`config.mk`:
```
export PLATFORM = sky130hd
export DESIGN_NAME = hsv_color_blob_bounding_box
export DESIGN_NICKNAME = d
export VERILOG_FILES = /design/src/sv/hsvbb_pkg.sv /design/src/sv/hsv_color_blob_bounding_box.sv /design/src/sv/hsvbb_front.sv /design/src/sv/hsvbb_fifo.sv /design/src/sv/hsvbb_back.sv
export SDC_FILE = /design/constraint.sdc
export NUM_CORES = 1
export LEC_CHECK = 0
export BUFFER_PORTS_ARGS = -buffer_cell sky130_fd_sc_hd__buf_2
export CORE_MARGIN = 2
export CORE_UTILIZATION = 63
export CTS_CLUSTER_SIZE = 24
export DETAILED_ROUTE_END_ITERATION = 16
export MAX_ROUTING_LAYER = met4
export PLACE_DENSITY = 0.82
export SYNTH_ARGS = -nofsm -noshare
export SYNTH_HDL_FRONTEND = slang
export SYNTH_HIERARCHICAL = 1
export SYNTH_SLANG_ARGS = --single-unit
```
`constraint.sdc`:
```
create_clock -name clock -period 7.7 [get_ports clock]
set_clock_uncertainty 0.05 [all_clocks]
set_input_delay 0 -clock clock [delete_from_list [all_inputs] [get_ports clock]]
set_output_delay 0 -clock clock [all_outputs]
set_load 0.02 [all_outputs]
```
`src/sv/hsvbb_pkg.sv`:
```
// Shared types and constants for the HSV color blob bounding box.
package hsvbb_pkg;

   localparam int unsigned CoordW = 11;
   localparam int unsigned SizeW  = 12;
   localparam int unsigned CountW = 23;
   localparam logic [CountW-1:0] CountMax = '1;

   typedef enum logic [2:0] {
      REG_WINDOW_X     = 3'd0,
      REG_WINDOW_Y     = 3'd1,
      REG_WINDOW_W     = 3'd2,
      REG_WINDOW_H     = 3'd3,
      REG_HSV_LOW      = 3'd4,
      REG_HSV_HIGH     = 3'd5,
      REG_PIXEL_FORMAT = 3'd6,
      REG_MIN_PIXELS   = 3'd7
   } reg_index_type;

   // Which channel holds the maximum, which picks the hue offset.
   typedef enum logic [1:0] {
      HUE_RED   = 2'd0,
      HUE_GREEN = 2'd1,
      HUE_BLUE  = 2'd2
   } hue_sel_type;

   // Classified pixel from the front part, handed to the divider back part.
   typedef struct packed {
      logic              in_win;
      logic              last;
      logic [CoordW-1:0] x;
      logic [CoordW-1:0] y;
      logic [7:0]        v;
      logic [7:0]        d;
      hue_sel_type       hsel;
      logic              hneg;
      logic [7:0]        hdiff;  // magnitude of the hue difference
   } pix_type;

   typedef enum logic [1:0] {
      ST_IDLE = 2'd0,
      ST_DIV  = 2'd1,
      ST_ACC  = 2'd2,
      ST_OUT  = 2'd3
   } back_state_type;

   typedef struct packed {
      logic              found;
      logic [CoordW-1:0] box_x;
      logic [CoordW-1:0] box_y;
      logic [SizeW-1:0]  box_width;
      logic [SizeW-1:0]  box_height;
      logic [CoordW-1:0] mid_x;
      logic [CoordW-1:0] mid_y;
   } result_type;

endpackage

```
`src/sv/hsv_color_blob_bounding_box.sv`:
```
// Top level of the HSV color blob bounding box.
// Pixel items enter through req_, are window-tested and classified in the front part,
// then queued two deep for the back part, which derives S and H with a shared
// one-bit-per-cycle divider. Each pixel holds the back part from when it is taken,
// through the division, to the bound test and box update, so the back part takes no
// new pixel until it is through with the last. The frame-end pixel yields one rsp_
// item, offered once that pixel's box update is done and held until rsp_ready (found
// 0 and all zero if count does not exceed min_pixels). Registers are written by index
// over csr_; write only while no item is in flight.
module hsv_color_blob_bounding_box #(
   parameter int unsigned MAX_WIDTH  = 2048,
   parameter int unsigned MAX_HEIGHT = 2048
) (
   input  logic        clock,
   input  logic        reset,
   input  logic        csr_valid,
   output logic        csr_ready,
   input  logic [2:0]  csr_index,
   input  logic [31:0] csr_data,
   input  logic        req_valid,
   output logic        req_ready,
   input  logic [7:0]  req_byte0,
   input  logic [7:0]  req_byte1,
   input  logic [7:0]  req_byte2,
   input  logic [10:0] req_x_pos,
   input  logic [10:0] req_y_pos,
   input  logic        req_last_in_frame,
   output logic        rsp_valid,
   input  logic        rsp_ready,
   output logic        rsp_found,
   output logic [10:0] rsp_box_x,
   output logic [10:0] rsp_box_y,
   output logic [11:0] rsp_box_width,
   output logic [11:0] rsp_box_height,
   output logic [10:0] rsp_center_x,
   output logic [10:0] rsp_center_y
);
   logic [10:0] window_x_ff, window_y_ff;
   logic [11:0] window_w_ff, window_h_ff;
   logic [23:0] hsv_lower_ff, hsv_upper_ff;
   logic        format_ff;
   logic [22:0] min_pixels_ff;
   hsvbb_pkg::pix_type pix, q_data;
   hsvbb_pkg::result_type res;
   logic q_valid, q_ready;

   assign csr_ready = 1'b1;

   // Register file.
   always_ff @(posedge clock) begin
      if (reset) begin
         window_x_ff <= '0; window_y_ff <= '0;
         window_w_ff <= 12'd2048; window_h_ff <= 12'd2048;
         hsv_lower_ff <= '0; hsv_upper_ff <= '1;
         format_ff <= 1'b0; min_pixels_ff <= 23'd200;
      end else if (csr_valid) begin
         unique case (hsvbb_pkg::reg_index_type'(csr_index))
            hsvbb_pkg::REG_WINDOW_X:     window_x_ff <= csr_data[10:0];
            hsvbb_pkg::REG_WINDOW_Y:     window_y_ff <= csr_data[10:0];
            hsvbb_pkg::REG_WINDOW_W:     window_w_ff <= csr_data[11:0];
            hsvbb_pkg::REG_WINDOW_H:     window_h_ff <= csr_data[11:0];
            hsvbb_pkg::REG_HSV_LOW:      hsv_lower_ff <= csr_data[23:0];
            hsvbb_pkg::REG_HSV_HIGH:     hsv_upper_ff <= csr_data[23:0];
            hsvbb_pkg::REG_PIXEL_FORMAT: format_ff <= csr_data[0];
            default:                     min_pixels_ff <= csr_data[22:0];
         endcase
      end
   end

   hsvbb_front #(.MaxWidth(MAX_WIDTH), .MaxHeight(MAX_HEIGHT)) u_front (
      .format_rgb(format_ff), .window_x(window_x_ff), .window_y(window_y_ff),
      .window_w(window_w_ff), .window_h(window_h_ff),
      .byte0(req_byte0), .byte1(req_byte1), .byte2(req_byte2),
      .x_pos(req_x_pos), .y_pos(req_y_pos), .last_in_frame(req_last_in_frame),
      .pix(pix)
   );

   hsvbb_fifo u_fifo (
      .clock(clock), .reset(reset),
      .in_valid(req_valid), .in_ready(req_ready), .in_data(pix),
      .out_valid(q_valid), .out_ready(q_ready), .out_data(q_data)
   );

   hsvbb_back u_back (
      .clock(clock), .reset(reset),
      .in_valid(q_valid), .in_ready(q_ready), .in_data(q_data),
      .hsv_lower(hsv_lower_ff), .hsv_upper(hsv_upper_ff), .min_pixels(min_pixels_ff),
      .out_valid(rsp_valid), .out_ready(rsp_ready), .out_data(res)
   );

   assign rsp_found      = res.found;
   assign rsp_box_x      = res.box_x;
   assign rsp_box_y      = res.box_y;
   assign rsp_box_width  = res.box_width;
   assign rsp_box_height = res.box_height;
   assign rsp_center_x   = res.mid_x;
   assign rsp_center_y   = res.mid_y;

`ifndef SYNTHESIS
   a_notfound_zero: assert property (@(posedge clock) disable iff (reset)
      rsp_valid && !rsp_found |-> rsp_box_width == 12'd0 && rsp_box_x == 11'd0)
      else $error("not-found result carries a box");
   a_found_size: assert property (@(posedge clock) disable iff (reset)
      rsp_valid && rsp_found |-> rsp_box_width != 12'd0 && rsp_box_height != 12'd0)
      else $error("found result with empty box");
   a_rsp_hold: assert property (@(posedge clock) disable iff (reset)
      rsp_valid && !rsp_ready |=> rsp_valid && $stable(rsp_box_x))
      else $error("result dropped while stalled");
`endif
endmodule

```
`src/sv/hsvbb_front.sv`:
```
// Front part: window test and color classification of each pixel item.
module hsvbb_front #(
   parameter int unsigned MaxWidth  = 2048,
   parameter int unsigned MaxHeight = 2048
) (
   input  logic                          format_rgb,
   input  logic [hsvbb_pkg::CoordW-1:0]  window_x,
   input  logic [hsvbb_pkg::CoordW-1:0]  window_y,
   input  logic [hsvbb_pkg::SizeW-1:0]   window_w,
   input  logic [hsvbb_pkg::SizeW-1:0]   window_h,
   input  logic [7:0]                    byte0,
   input  logic [7:0]                    byte1,
   input  logic [7:0]                    byte2,
   input  logic [hsvbb_pkg::CoordW-1:0]  x_pos,
   input  logic [hsvbb_pkg::CoordW-1:0]  y_pos,
   input  logic                          last_in_frame,
   output hsvbb_pkg::pix_type            pix
);
   logic [7:0] r, g, b, mx, mn;
   logic [hsvbb_pkg::SizeW:0] ox, oy;
   logic in_x, in_y;

   // Window test with clipping at the frame edge.
   always_comb begin
      ox = {2'b0, x_pos} - {2'b0, window_x};
      oy = {2'b0, y_pos} - {2'b0, window_y};
      in_x = (x_pos >= window_x) && (ox < {1'b0, window_w})
             && (32'(x_pos) < MaxWidth);
      in_y = (y_pos >= window_y) && (oy < {1'b0, window_h})
             && (32'(y_pos) < MaxHeight);
   end

   // Pick channels, max and min, and the hue sector.
   always_comb begin
      g = byte1;
      r = format_rgb ? byte0 : byte2;
      b = format_rgb ? byte2 : byte0;
      mx = r;
      if (g > mx) mx = g;
      if (b > mx) mx = b;
      mn = r;
      if (g < mn) mn = g;
      if (b < mn) mn = b;
      pix.in_win = in_x && in_y;
      pix.last   = last_in_frame;
      pix.x      = x_pos;
      pix.y      = y_pos;
      pix.v      = mx;
      pix.d      = mx - mn;
      if (mx == r) begin
         pix.hsel = hsvbb_pkg::HUE_RED;
         pix.hneg = g < b;
         pix.hdiff = (g < b) ? b - g : g - b;
      end else if (mx == g) begin
         pix.hsel = hsvbb_pkg::HUE_GREEN;
         pix.hneg = b < r;
         pix.hdiff = (b < r) ? r - b : b - r;
      end else begin
         pix.hsel = hsvbb_pkg::HUE_BLUE;
         pix.hneg = r < g;
         pix.hdiff = (r < g) ? g - r : r - g;
      end
   end
endmodule

```
`src/sv/hsvbb_fifo.sv`:
```
// Short queue between the front and back parts.
module hsvbb_fifo (
   input  logic               clock,
   input  logic               reset,
   input  logic               in_valid,
   output logic               in_ready,
   input  hsvbb_pkg::pix_type in_data,
   output logic               out_valid,
   input  logic               out_ready,
   output hsvbb_pkg::pix_type out_data
);
   hsvbb_pkg::pix_type mem_ff [2];
   logic       wp_ff, wp_in, rp_ff, rp_in;
   logic [1:0] cnt_ff, cnt_in;
   logic       push, pop;

   assign in_ready  = cnt_ff != 2'd2;
   assign out_valid = cnt_ff != 2'd0;
   assign out_data  = mem_ff[rp_ff];
   assign push = in_valid && in_ready;
   assign pop  = out_valid && out_ready;

   // Advance pointers and count.
   always_comb begin
      wp_in  = push ? ~wp_ff : wp_ff;
      rp_in  = pop ? ~rp_ff : rp_ff;
      cnt_in = cnt_ff + {1'b0, push} - {1'b0, pop};
   end

   always_ff @(posedge clock) begin
      if (reset) begin
         wp_ff <= 1'b0;
         rp_ff <= 1'b0;
         cnt_ff <= 2'd0;
      end else begin
         wp_ff <= wp_in;
         rp_ff <= rp_in;
         cnt_ff <= cnt_in;
      end
   end

   always_ff @(posedge clock) begin
      if (push) begin
         mem_ff[wp_ff] <= in_data;
      end
   end
endmodule

```
`src/sv/hsvbb_back.sv`:
```
// Back part: serial S and H division, bound test, box accumulation, result.
module hsvbb_back (
   input  logic                          clock,
   input  logic                          reset,
   input  logic                          in_valid,
   output logic                          in_ready,
   input  hsvbb_pkg::pix_type            in_data,
   input  logic [23:0]                   hsv_lower,
   input  logic [23:0]                   hsv_upper,
   input  logic [hsvbb_pkg::CountW-1:0]  min_pixels,
   output logic                          out_valid,
   input  logic                          out_ready,
   output hsvbb_pkg::result_type         out_data
);
   localparam int unsigned QW = 16;  // quotient bits, numerators below 2^16
   localparam int unsigned CoordWL = hsvbb_pkg::CoordW;

   hsvbb_pkg::back_state_type state_ff, state_in;
   hsvbb_pkg::pix_type pix_ff;
   logic [15:0] snum_ff, snum_in, hnum_ff, hnum_in;
   logic [8:0]  srem_ff, srem_in, hrem_ff, hrem_in;
   logic [15:0] squo_ff, squo_in, hquo_ff, hquo_in;
   logic [3:0]  step_ff, step_in;
   logic [CoordWL-1:0] min_col_ff, max_col_ff, min_row_ff, max_row_ff;
   logic [hsvbb_pkg::CountW-1:0] count_ff;
   hsvbb_pkg::result_type res_in;
   logic [8:0]  stry, htry;
   logic [7:0]  h, s;
   logic [8:0]  hh;
   logic        hit, take;
   logic [hsvbb_pkg::SizeW-1:0] w, ht;

   assign in_ready  = state_ff == hsvbb_pkg::ST_IDLE;
   assign take      = in_valid && in_ready;
   assign out_valid = state_ff == hsvbb_pkg::ST_OUT;
   assign out_data  = res_in;

   // Next state.
   always_comb begin
      state_in = state_ff;
      unique case (state_ff)
         hsvbb_pkg::ST_IDLE: if (take) state_in = hsvbb_pkg::ST_DIV;
         hsvbb_pkg::ST_DIV:  if (step_ff == 4'd0) state_in = hsvbb_pkg::ST_ACC;
         hsvbb_pkg::ST_ACC:  state_in = pix_ff.last ? hsvbb_pkg::ST_OUT
                                                    : hsvbb_pkg::ST_IDLE;
         hsvbb_pkg::ST_OUT:  if (out_ready) state_in = hsvbb_pkg::ST_IDLE;
         default:            state_in = hsvbb_pkg::ST_IDLE;
      endcase
   end

   // Restoring division, one quotient bit per cycle for S and H together.
   always_comb begin
      stry = {srem_ff[7:0], snum_ff[15]} - {1'b0, pix_ff.v};
      htry = {hrem_ff[7:0], hnum_ff[15]} - {1'b0, pix_ff.d};
      snum_in = snum_ff; hnum_in = hnum_ff; srem_in = srem_ff; hrem_in = hrem_ff;
      squo_in = squo_ff; hquo_in = hquo_ff; step_in = step_ff;
      if (take) begin
         snum_in = 16'(in_data.d) * 16'd255;
         hnum_in = 16'(in_data.hdiff) * 16'd30;
         srem_in = '0; hrem_in = '0; squo_in = '0; hquo_in = '0;
         step_in = 4'(QW - 1);
      end else if (state_ff == hsvbb_pkg::ST_DIV) begin
         snum_in = {snum_ff[14:0], 1'b0};
         hnum_in = {hnum_ff[14:0], 1'b0};
         if (!stry[8]) begin
            srem_in = stry; squo_in = {squo_ff[14:0], 1'b1};
         end else begin
            srem_in = {srem_ff[7:0], snum_ff[15]}; squo_in = {squo_ff[14:0], 1'b0};
         end
         if (!htry[8]) begin
            hrem_in = htry; hquo_in = {hquo_ff[14:0], 1'b1};
         end else begin
            hrem_in = {hrem_ff[7:0], hnum_ff[15]}; hquo_in = {hquo_ff[14:0], 1'b0};
         end
         step_in = step_ff - 4'd1;
      end
   end

   // Hue from quotient and remainder; negative side rounds toward minus infinity.
   always_comb begin
      s = (pix_ff.v == 8'd0) ? 8'd0 : squo_ff[7:0];
      hh = (pix_ff.hneg && hrem_ff != 9'd0) ? 9'(hquo_ff) + 9'd1 : 9'(hquo_ff);
      if (pix_ff.d == 8'd0) begin
         h = 8'd0;
      end else begin
         unique case (pix_ff.hsel)
            hsvbb_pkg::HUE_RED:   h = pix_ff.hneg ? 8'(9'd180 - hh) : hquo_ff[7:0];
            hsvbb_pkg::HUE_GREEN: h = pix_ff.hneg ? 8'(9'd60 - hh)
                                                  : 8'(9'd60 + 9'(hquo_ff));
            default:              h = pix_ff.hneg ? 8'(9'd120 - hh)
                                                  : 8'(9'd120 + 9'(hquo_ff));
         endcase
      end
      hit = pix_ff.in_win
            && h >= hsv_lower[7:0] && h <= hsv_upper[7:0]
            && s >= hsv_lower[15:8] && s <= hsv_upper[15:8]
            && pix_ff.v >= hsv_lower[23:16] && pix_ff.v <= hsv_upper[23:16];
   end

   // Form the frame result from the box registers, stable while offered.
   always_comb begin
      w  = {1'b0, max_col_ff} - {1'b0, min_col_ff} + 12'd1;
      ht = {1'b0, max_row_ff} - {1'b0, min_row_ff} + 12'd1;
      res_in = '0;
      if (count_ff > min_pixels) begin
         res_in.found      = 1'b1;
         res_in.box_x      = min_col_ff;
         res_in.box_y      = min_row_ff;
         res_in.box_width  = w;
         res_in.box_height = ht;
         res_in.mid_x      = min_col_ff + w[CoordWL:1];
         res_in.mid_y      = min_row_ff + ht[CoordWL:1];
      end
   end

   always_ff @(posedge clock) begin
      if (reset) begin
         state_ff <= hsvbb_pkg::ST_IDLE;
         count_ff <= '0;
         min_col_ff <= '0; max_col_ff <= '0; min_row_ff <= '0; max_row_ff <= '0;
      end else begin
         state_ff <= state_in;
         if (state_ff == hsvbb_pkg::ST_ACC) begin
            if (hit) begin
               if (count_ff == '0) begin
                  min_col_ff <= pix_ff.x; max_col_ff <= pix_ff.x;
                  min_row_ff <= pix_ff.y; max_row_ff <= pix_ff.y;
               end else begin
                  if (pix_ff.x < min_col_ff) min_col_ff <= pix_ff.x;
                  if (pix_ff.x > max_col_ff) max_col_ff <= pix_ff.x;
                  if (pix_ff.y < min_row_ff) min_row_ff <= pix_ff.y;
                  if (pix_ff.y > max_row_ff) max_row_ff <= pix_ff.y;
               end
               if (count_ff != hsvbb_pkg::CountMax) count_ff <= count_ff + 1'b1;
            end
         end else if (state_ff == hsvbb_pkg::ST_OUT && out_ready) begin
            count_ff <= '0;
            min_col_ff <= '0; max_col_ff <= '0; min_row_ff <= '0; max_row_ff <= '0;
         end
      end
   end

   // Hold pixel and divider data.
   always_ff @(posedge clock) begin
      if (take) pix_ff <= in_data;
      snum_ff <= snum_in; hnum_ff <= hnum_in;
      srem_ff <= srem_in; hrem_ff <= hrem_in;
      squo_ff <= squo_in; hquo_ff <= hquo_in;
      step_ff <= step_in;
   end
endmodule
```
== Word-level counts from Yosys, hierarchy flattened ==
Memories as Yosys holds them, arrays and structs flattened. A register that Yosys moved wholly into a read port is not among the register bits.
Index checks and enable logic that the tools add are counted.
Word-level totals
  flip-flop bits (word level): 302
  memory bits (writable): 102
  output and inout port bits: 72
  logic and storage cells: 207
  memories kept: 1
Memories
  u_fifo.mem_ff: words 2, width 51, rd ports 1, clocked after memory_dff 1, wr ports 1, RTL line hsvbb_fifo.sv:12  | hsvbb_pkg::pix_type mem_ff [2];
Operators by class
  add/sub/neg operators: 27
  $mul: 2
  $lt $le $gt $ge: 22
  eq/ne operators: 23
  mux-type cells: 57
  bitwise gates (word level): 3
  reduce and logical (&&, ||, !) cells: 39
Operators with widths (number)
  $mux W11: 19
  $mux W8: 16
  $mux W23: 4
  $mux W69: 1
  $sub A8 B8 Y8: 7
  $sub A11 B11 Y12: 4
  $lt A8 B8 Y1: 5
  $mux W16: 2
  $lt A13 B12 Y1: 2
  $mux W13: 2
  $add A12 B1 Y12 const B: 2
  $ge A8 B8 Y1: 3
  $le A8 B8 Y1: 3
  $add A23 B1 Y23 const B: 1
  $gt A23 B23 Y1: 1
  $logic_not A23 Y1: 1
  $ne A23 B23 Y1 const B: 1
  $add A11 B11 Y11: 2
  $ge A11 B11 Y1: 2
  $gt A11 B11 Y1: 2
  $lt A11 B11 Y1: 2
  $reduce_and A3 Y1: 6
  $sub A9 B8 Y9: 2
  $eq A8 B8 Y1: 2
  other kinds (35): 81

== Longest topological paths before layout ==
Gate-level depths: netlist of run 1.
  depth in word-level cells: 16
  mapped depth: 27
  depth with buffers taken out: 24

== By module ==
The synthesis of run 1 kept the hierarchy.
Modules (own cells, without submodules)
  hsvbb_back: instances 1, cells each 1761, area each 15660.0 sq um, seq. area each 4314.1 sq um
  hsvbb_front: instances 1, cells each 669, area each 5112.4 sq um, seq. area each 0.0 sq um
  hsv_color_blob_bounding_box: instances 1, cells each 450, area each 4745.8 sq um, seq. area each 2362.3 sq um
  hsvbb_fifo: instances 1, cells each 183, area each 4174.0 sq um, seq. area each 3163.0 sq um

== Worst setup path after synthesis of run 1 ==
No wires, ideal clock.
  path kind: register -> register
  start point: register format_ff
  end point: memory u_fifo/mem_ff[0][18] (netlist bit), data pin
  arrival: 6030 ps
  data required time: 7481 ps
  slack: 1451 ps
  cell stages (with the launch flop): 24
  clock period less this slack: 6249 ps
  path through: dfxtp_1 clkbuf_1 buf_2 buf_1 mux2i_1 inv_1 ha_1 a21oi_2 a21oi_2 nor3_2 mux2i_1 ha_1 a21o_1 a211o_1 a211oi_1 a21oi_1 a21oi_1 nand2_1 a21oi_1 o21ai_0 a221o_1 a311o_1 a2111o_1 o211ai_1
RTL lines
  start, declared: RTL line hsv_color_blob_bounding_box.sv:41  | logic format_ff;
  start signal, assigned: RTL line hsv_color_blob_bounding_box.sv:64  | hsvbb_pkg::REG_PIXEL_FORMAT: format_ff <= csr_data[0];
  end, declared: RTL line hsvbb_fifo.sv:12

==> results.py, run 1 <==
metrics = {
    "status": {
        "outcome": "completed",
    },
    "global_route": {
        "antenna_found_initial": 4,
        "grt_pass1_wl_um": 120800,
        "grt_use_total_pct": 31.51,
        "grt_start_max_net_pins": 81,
        "grt_pass1_vias": 23080,
        "grt_overflow_total": 0,
    },
    "timing": {
        "rsz0062_at_grt": "no",
        "final-setup-viol-count": 0,
        "timing.final.crit_share_pct": 89.97,
        "worst_pin_slew_ps": 1302,
        "finalCriticalPeriod_ps": 6928,
        "slew-limit-headroom_pct": 12.31,
        "fmax_ghz": 0.1443,
        "slew_viol_final": 0,
        "hold_violations": 0,
        "finalWorstSetupSlack_ps": 772.0,
        "final.setup.tns_ps": 0,
    },
    "die": {
        "rows": 79,
        "die_w_um": 221.1,
        "core_area_um2": 46560,
        "dieArea_um2": 48880,
        "boundaryPins": 159,
        "start_util_pct": 63.78,
        "dieHeight_um": 221.1,
    },
    "power_and_ir_drop": {
        "power_density_nw_per_um2": 420.8,
        "internal_power_mw": 7.898,
        "seq_power_share_pct": 22.6,
        "p_sw_mw": 5.966,
        "power.share.switching_pct": 43.03,
        "p_leak_nw": 14.44,
        "combPwrFrac_pct": 60.9,
        "power.share.clock_pct": 16.5,
        "ir_drop_mv": 1.002,
    },
    "critical_path": {
        "r2r_end": "u_fifo/mem_ff[0][18]$_DFFE_PP_",
        "path_cells": "buf_4, mux2i_1, inv_1, ha_1, a211oi_2, nor2_1, o31ai_4, o21ai_0, ha_1, a21o_1, a21o_1, a21oi_1, nand2b_1, a31oi_1, o21a_4, nor2_8, mux2i_1, xor2_1, nor4_1, a2111oi_0, o211ai_1",
        "critPathTopFamily": "compound AO/OA/AOI/OAI gates",
        "cpMaxStageDelayCell": "dfxtp_1",
        "cp.required_ps": 7930,
        "worst-setup-path-type": "reg2reg",
        "r2r_start": "format_ff$_SDFFE_PP0P_",
        "regToRegSetupSlack_ps": 770,
        "max_stage_delay_ps": 720,
        "end_kind": "flip-flop",
        "cp_max_fo": 16,
        "worstSetupEndpoint": "u_fifo/mem_ff[0][18]$_DFFE_PP_",
        "cp-start-kind": "flip-flop",
        "cp.depth": 21,
        "r2r_cells": 21,
        "startpoint": "format_ff$_SDFFE_PP0P_",
        "path_buf_inv": 2,
        "cp.arrival_ps": 7160,
    },
    "worst_hold_path": {
        "hp-class": "in2reg",
    },
    "yosys": {
        "syn_area_um2": 29690,
        "synth_warnings": 6,
        "synth-seq-cells": 405,
        "avgSynthCellArea_um2": 9.694,
        "synth_flop_cell": "dfxtp_1",
        "syn-num-nets": 3563,
        "ys_seq_area_share_pct": 33.14,
        "syn-instance-count": 3063,
        "synth_area_leaders": "edfxtp_1, dfxtp_1, ha_1",
        "post-synth-top-count-cell": "ha_1",
        "synthArstFlopShare_pct": 0,
        "synth_edf_count": 173,
        "ys_types": 107,
        "synth_top_area_share_pct": 17.50,
        "synth_common_cells": "ha_1, inv_1, dfxtp_1, mux2i_1, nor2_1",
        "yosysTopAreaCell": "edfxtp_1",
    },
    "placed_design": {
        "port_buffers": 149,
        "globalplace.congestion": 0.9567,
        "dpl.hpwl_um": 55890,
        "pre_cts_ws_ps": 907.5,
    },
    "drt": {
        "drc": 0,
        "drt.antenna.violating_nets": 0,
        "routed_wl_um": 75940,
        "viasPerCell": 5.979,
        "drtIter0Drc": 1795,
        "wl_per_cell_um": 19.66,
        "via_count": 23100,
        "drtPass1Iterations": 6,
    },
    "clocking": {
        "cts_tree": "done",
        "clock_path_buffers": 3,
        "cts_resized": 0,
        "htreeDepth": 2,
        "numCtsBuffers": 44,
        "clock_latency_ps": 600,
        "clockRootBuffer": "clkbuf_16",
        "cts_sinks": 405,
        "clk_pin_slew_worst_paths_ps": 60,
    },
    "finish": {
        "nNetsFinal": 3720,
        "drive_gt1_share_pct": 11.40,
        "areaGrowthSynthToFinish_pct": 10.98,
        "nFillCells": 3317,
    },
    "flow_run": {
        "maxCapViolCount": 0,
    },
}
[layout make-up]
| class | count | area (um^2) | area share, % |
|---|---|---|---|
| clock inverters | 20 | 299.0 | 0.9075 |
| clock buffers | 61 | 1279 | 3.881 |
| multi-input cells | 2178 | 17840 | 54.14 |
| diodes | 1 | 2.502 | 0.007594 |
| flip-flops and latches | 405 | 9843 | 29.87 |
| inverters | 344 | 1291 | 3.919 |
| repair buffers | 247 | 1639 | 4.974 |
| well taps | 607 | 759.5 | 2.305 |
[power by group through the flow]
stage | logic (mW) | clock network (mW) | registers, mW
after CTS | 8.43 | 2.31 | 3.13
final | 8.44 | 2.29 | 3.14
after global placement | 7.75 | 0 | 3.15
after global routing | 9.63 | 2.41 | 3.17
after detailed placement | 8.28 | 0 | 3.17
after floorplan | 6.58 | 0 | 3.03
[metal layers]
| metal | track usage (%) | routed length [um] |
|---|---|---|
| met2 | 51.28 | 35940 |
| met4 | 9.699 | 2275 |
| met1 | 40.41 | 32890 |
| met5 | - | 0 |
| met3 | 5.099 | 4838 |
[sequential cells by signal, summed over array words and instances, names as in the netlist, 9 cells and up, named ones only]
| register | cells |
|---|---|
| u_back/hnum_ff | 15 |
| window_w_ff | 12 |
| hsv_lower_ff | 24 |
| window_x_ff | 11 |
| window_y_ff | 11 |
| u_back/min_row_ff | 11 |
| u_back/hrem_ff | 9 |
| u_back/pix_ff | 43 |
| min_pixels_ff | 23 |
| u_back/snum_ff | 16 |
| u_fifo/mem_ff | 102 |
| hsv_upper_ff | 24 |
| u_back/max_row_ff | 11 |
| u_back/max_col_ff | 11 |
| u_back/min_col_ff | 11 |
| u_back/count_ff | 23 |
| window_h_ff | 12 |
[what timing repair did]
action,4_1_cts,5_1_grt
endpoints found under the hold margin,146,0
setup buffers,0,0
hold buffers,62,0
[cells by family after synthesis]
group | after synthesis | synth area share (%)
AOI/OAI and AO/OA | 573 | 12.98
xor gates and xnor gates | 150 | 4.425
adders and majority gates | 415 | 18.92
buffers and inverters | 480 | 6.923
DFF | 405 | 33.14
muxes | 265 | 9.936
other | 1 | 0.01263
and+or+nand+nor | 774 | 13.67
[through the flow]
stage                     hold slack [ps]  utilization [%]  std cells  power, mW  area (um^2)
final                               118.7            70.78       3863      13.86        32950
after global routing                121.9            70.78       3863      15.21        32950
after CTS                           97.04            70.77       3862      13.87        32950
after detailed placement            145.7            66.05       3719      11.45        30750
after global placement              143.1            66.05       3719      10.90        30750
after floorplan                     21.61                -       3063      9.612        29690
[how the worst min path moves through the flow]
stage                      start                              to  slack [ps]  cells after the start
2_1_floorplan              reset     u_fifo/cnt_ff[0]$_SDFF_PP0_          20                      1
3_3_place_gp   req_last_in_frame  u_fifo/mem_ff[1][49]$_DFFE_PP_         140                      1
3_5_place_dp   req_last_in_frame  u_fifo/mem_ff[1][49]$_DFFE_PP_         150                      1
4_1_cts             req_y_pos[0]  u_fifo/mem_ff[0][27]$_DFFE_PP_         100                      2
5_1_grt             req_y_pos[7]  u_fifo/mem_ff[0][34]$_DFFE_PP_         120                      2
6_report            req_y_pos[4]  u_fifo/mem_ff[1][31]$_DFFE_PP_         120                      2
[cell usage in the layout, fill, tap and decap left out, types with 44 or more instances in the layout]
master         Yosys  routed
clkbuf_16          0      47
edfxtp_1         173     173
nand2b_1         148     148
inv_1            341     340
mux2_4            52      52
xnor2_1          105     105
buf_2             18     148
xor2_1            45      45
nand2_1          174     174
fa_1              57      57
a21o_1            58      58
dfxtp_1          232     231
ha_1             356     356
mux2i_1          194     194
nor2_1           178     177
a21oi_1          138     138
dlygate4sd3_1      0      62
nor2b_1           44      44
o21ai_0          144     143
(Power assumes the default switching activity.)
==> run 2: changes to the inputs <==
--- a/config.mk
+++ b/config.mk
@@ -6,6 +6,7 @@
 export NUM_CORES = 1
 export LEC_CHECK = 0
 export BUFFER_PORTS_ARGS = -buffer_cell sky130_fd_sc_hd__buf_2
+export CORE_ASPECT_RATIO = 0.75
 export CORE_MARGIN = 2
 export CORE_UTILIZATION = 63
 export CTS_CLUSTER_SIZE = 24
==> results.py, run 2 (same netlist as run 1, synthesis figures left out) <==
metrics = {
    "timing": {
        "finalWorstSetupSlack_ps": 915.7,
        "fmax_ghz": 0.1474,
        "timing.final.crit_share_pct": 88.11,
        "hold_violations": 0,
        "rsz0062_at_grt": "no",
        "slew_viol_final": 0,
        "finalCriticalPeriod_ps": 6784,
        "slew-limit-headroom_pct": 17.15,
        "hold_slack_ps": 63.06,
        "final.setup.tns_ps": 0,
        "worst_pin_slew_ps": 1230,
        "final-setup-viol-count": 0,
    },
    "clocking": {
        "cts_resized": 0,
        "numCtsBuffers": 41,
        "cts_sinks": 405,
        "cts_setup_buffers": 0,
        "clockRootBuffer": "clkbuf_16",
        "clk_pin_slew_worst_paths_ps": 60,
        "cts_tree": "done",
        "htreeDepth": 2,
        "clock_path_buffers": 3,
        "clock_latency_ps": 550,
    },
    "finish": {
        "areaGrowthSynthToFinish_pct": 10.12,
        "final_cell_mix": "ha_1, inv_1, dfxtp_1",
        "largest_register_ffs": 102,
        "final_common_cell": "ha_1",
        "instances_no_fill": 3876,
        "nNetsFinal": 3713,
        "max_flop_register": "u_fifo/mem_ff",
        "top_regs": "u_fifo/mem_ff x102, u_back/pix_ff x43",
        "drive_gt1_share_pct": 11.25,
    },
    "power_and_ir_drop": {
        "power.share.clock_pct": 14.8,
        "ir_drop_mv": 1.152,
        "seq_power_share_pct": 23.2,
        "p_leak_nw": 14.33,
        "combPwrFrac_pct": 62.0,
        "finalPower_mw": 13.52,
        "power_density_nw_per_um2": 413.4,
        "internal_power_mw": 7.655,
        "power.share.switching_pct": 43.37,
        "p_sw_mw": 5.863,
    },
    "worst_hold_path": {
        "min_path_cells": 2,
        "hp-class": "in2reg",
        "min_to": "u_back/count_ff[1]$_SDFFE_PP0P_",
        "hold_start": "reset",
    },
    "drt": {
        "via_count": 23200,
        "drc": 0,
        "drtPass1Iterations": 6,
        "viasPerCell": 5.985,
        "routed_wl_um": 76950,
        "drtIter0Drc": 2200,
        "wl_per_cell_um": 19.85,
        "drt.antenna.violating_nets": 0,
    },
    "die": {
        "dieHeight_um": 192.0,
        "rows": 68,
        "core_area_um2": 46280,
        "boundaryPins": 159,
        "die_w_um": 254.7,
        "start_util_pct": 64.15,
        "dieArea_um2": 48900,
    },
    "placed_design": {
        "dpl.hpwl_um": 57840,
        "port_buffers": 149,
        "dp.cells": 3745,
        "globalplace.congestion": 0.9706,
        "pre_cts_ws_ps": 1160,
    },
    "critical_path": {
        "cp_max_fo": 16,
        "regToRegSetupSlack_ps": 920,
        "cp-start-kind": "flip-flop",
        "r2r_end": "u_fifo/mem_ff[1][18]$_DFFE_PP_",
        "end_kind": "flip-flop",
        "worst-setup-path-type": "reg2reg",
        "cp.required_ps": 7910,
        "r2r_cells": 20,
        "cp.arrival_ps": 7000,
        "r2r_start": "format_ff$_SDFFE_PP0P_",
    },
    "flow_run": {
        "maxCapViolCount": 0,
    },
    "global_route": {
        "grt_pass1_wl_um": 121600,
        "grt_start_max_net_pins": 113,
        "grt_pass1_vias": 22740,
        "grt_use_total_pct": 32.47,
        "antenna_found_initial": 1,
        "grt_overflow_total": 0,
    },
    "status": {
        "outcome": "completed",
    },
}
## run 2: cell types whose count changed in the layout (fill, tap and decap cells not counted), sizes merged
| cell | delta |
|---|---|
| buf | +3 |
| bufinv | -3 |
| clkbuf | -5 |
| clkinv | +5 |
| clkinvlp | -1 |
| dlygate4sd3 | -7 |
| inv | -2 |
## run 2: timing repair
item,CTS,global route
endpoints found under the setup margin,0,0
endpoints found under the hold margin,141,0
hold buffers,55,0
## run 2: how the worst max path moves through the flow
| stage | from | slack, ps | end |
|---|---|---|---|
| floorplan | format_ff$_SDFFE_PP0P_ | 1450 | u_fifo/mem_ff[0][18]$_DFFE_PP_ |
| global placement | format_ff$_SDFFE_PP0P_ | 1120 | u_fifo/mem_ff[0][18]$_DFFE_PP_ |
| detailed placement | format_ff$_SDFFE_PP0P_ | 1160 | u_fifo/mem_ff[0][18]$_DFFE_PP_ |
| CTS | format_ff$_SDFFE_PP0P_ | 1150 | u_fifo/mem_ff[1][18]$_DFFE_PP_ |
| global route | format_ff$_SDFFE_PP0P_ | 670 | u_fifo/mem_ff[0][18]$_DFFE_PP_ |
| finish | format_ff$_SDFFE_PP0P_ | 920 | u_fifo/mem_ff[1][18]$_DFFE_PP_ |
## run 2: layout make-up
cell class / instances / area, um^2
multi-input cells: 2178 / 17840
fillers: 3358 / 13590
flip-flops and latches: 405 / 9843
repair buffers: 243 / 1592
inverters: 344 / 1291
clock buffers: 56 / 1166
well taps: 630 / 788.3
clock inverters: 19 / 172.7
diodes: 1 / 2.502
## run 2: power groups by stage
stage                     logic [mW]  clock network, mW  registers (mW)
after floorplan                 6.58                  0            3.03
after global placement          7.80                  0            3.15
after detailed placement        8.22                  0            3.17
after CTS                       8.35               2.02            3.13
after global routing            9.61               2.11            3.18
final                           8.37               2.00            3.14
## run 2: metal layers
| layer | up-vias | part of all wire [%] | track usage, % | routed length, um |
|---|---|---|---|---|
| li1 | 10990 | - | - | - |
| met1 | 11160 | 47 | 47.71 | 36510 |
| met2 | 944 | 43 | 47.93 | 32880 |
| met3 | 99 | 8.3 | 4.472 | 6351 |
| met4 | 0 | 1.6 | 6.230 | 1201 |
| met5 | - | 0 | - | 0 |
## run 2: stage by stage
step / utilization, % / instance area [um^2]
floorplan: - / 29690
global placement: 66.55 / 30800
detailed placement: 66.55 / 30800
CTS: 70.64 / 32690
global route: 70.64 / 32690
finish: 70.64 / 32700
## run 2: critical path: stages (launching register included)
cell	delay, ps
dfxtp_1	770
mux2i_1	450
inv_1	260
ha_1	440
a211oi_2	250
nor2_1	120
o31ai_4	600
o21ai_0	240
ha_1	360
a21o_1	160
a21o_1	170
a21oi_1	220
nand2b_1	80
a31oi_1	270
o21a_4	240
nor2_8	80
mux2i_1	620
xor2_1	270
and3_1	240
a2111oi_0	410
o211ai_1	180
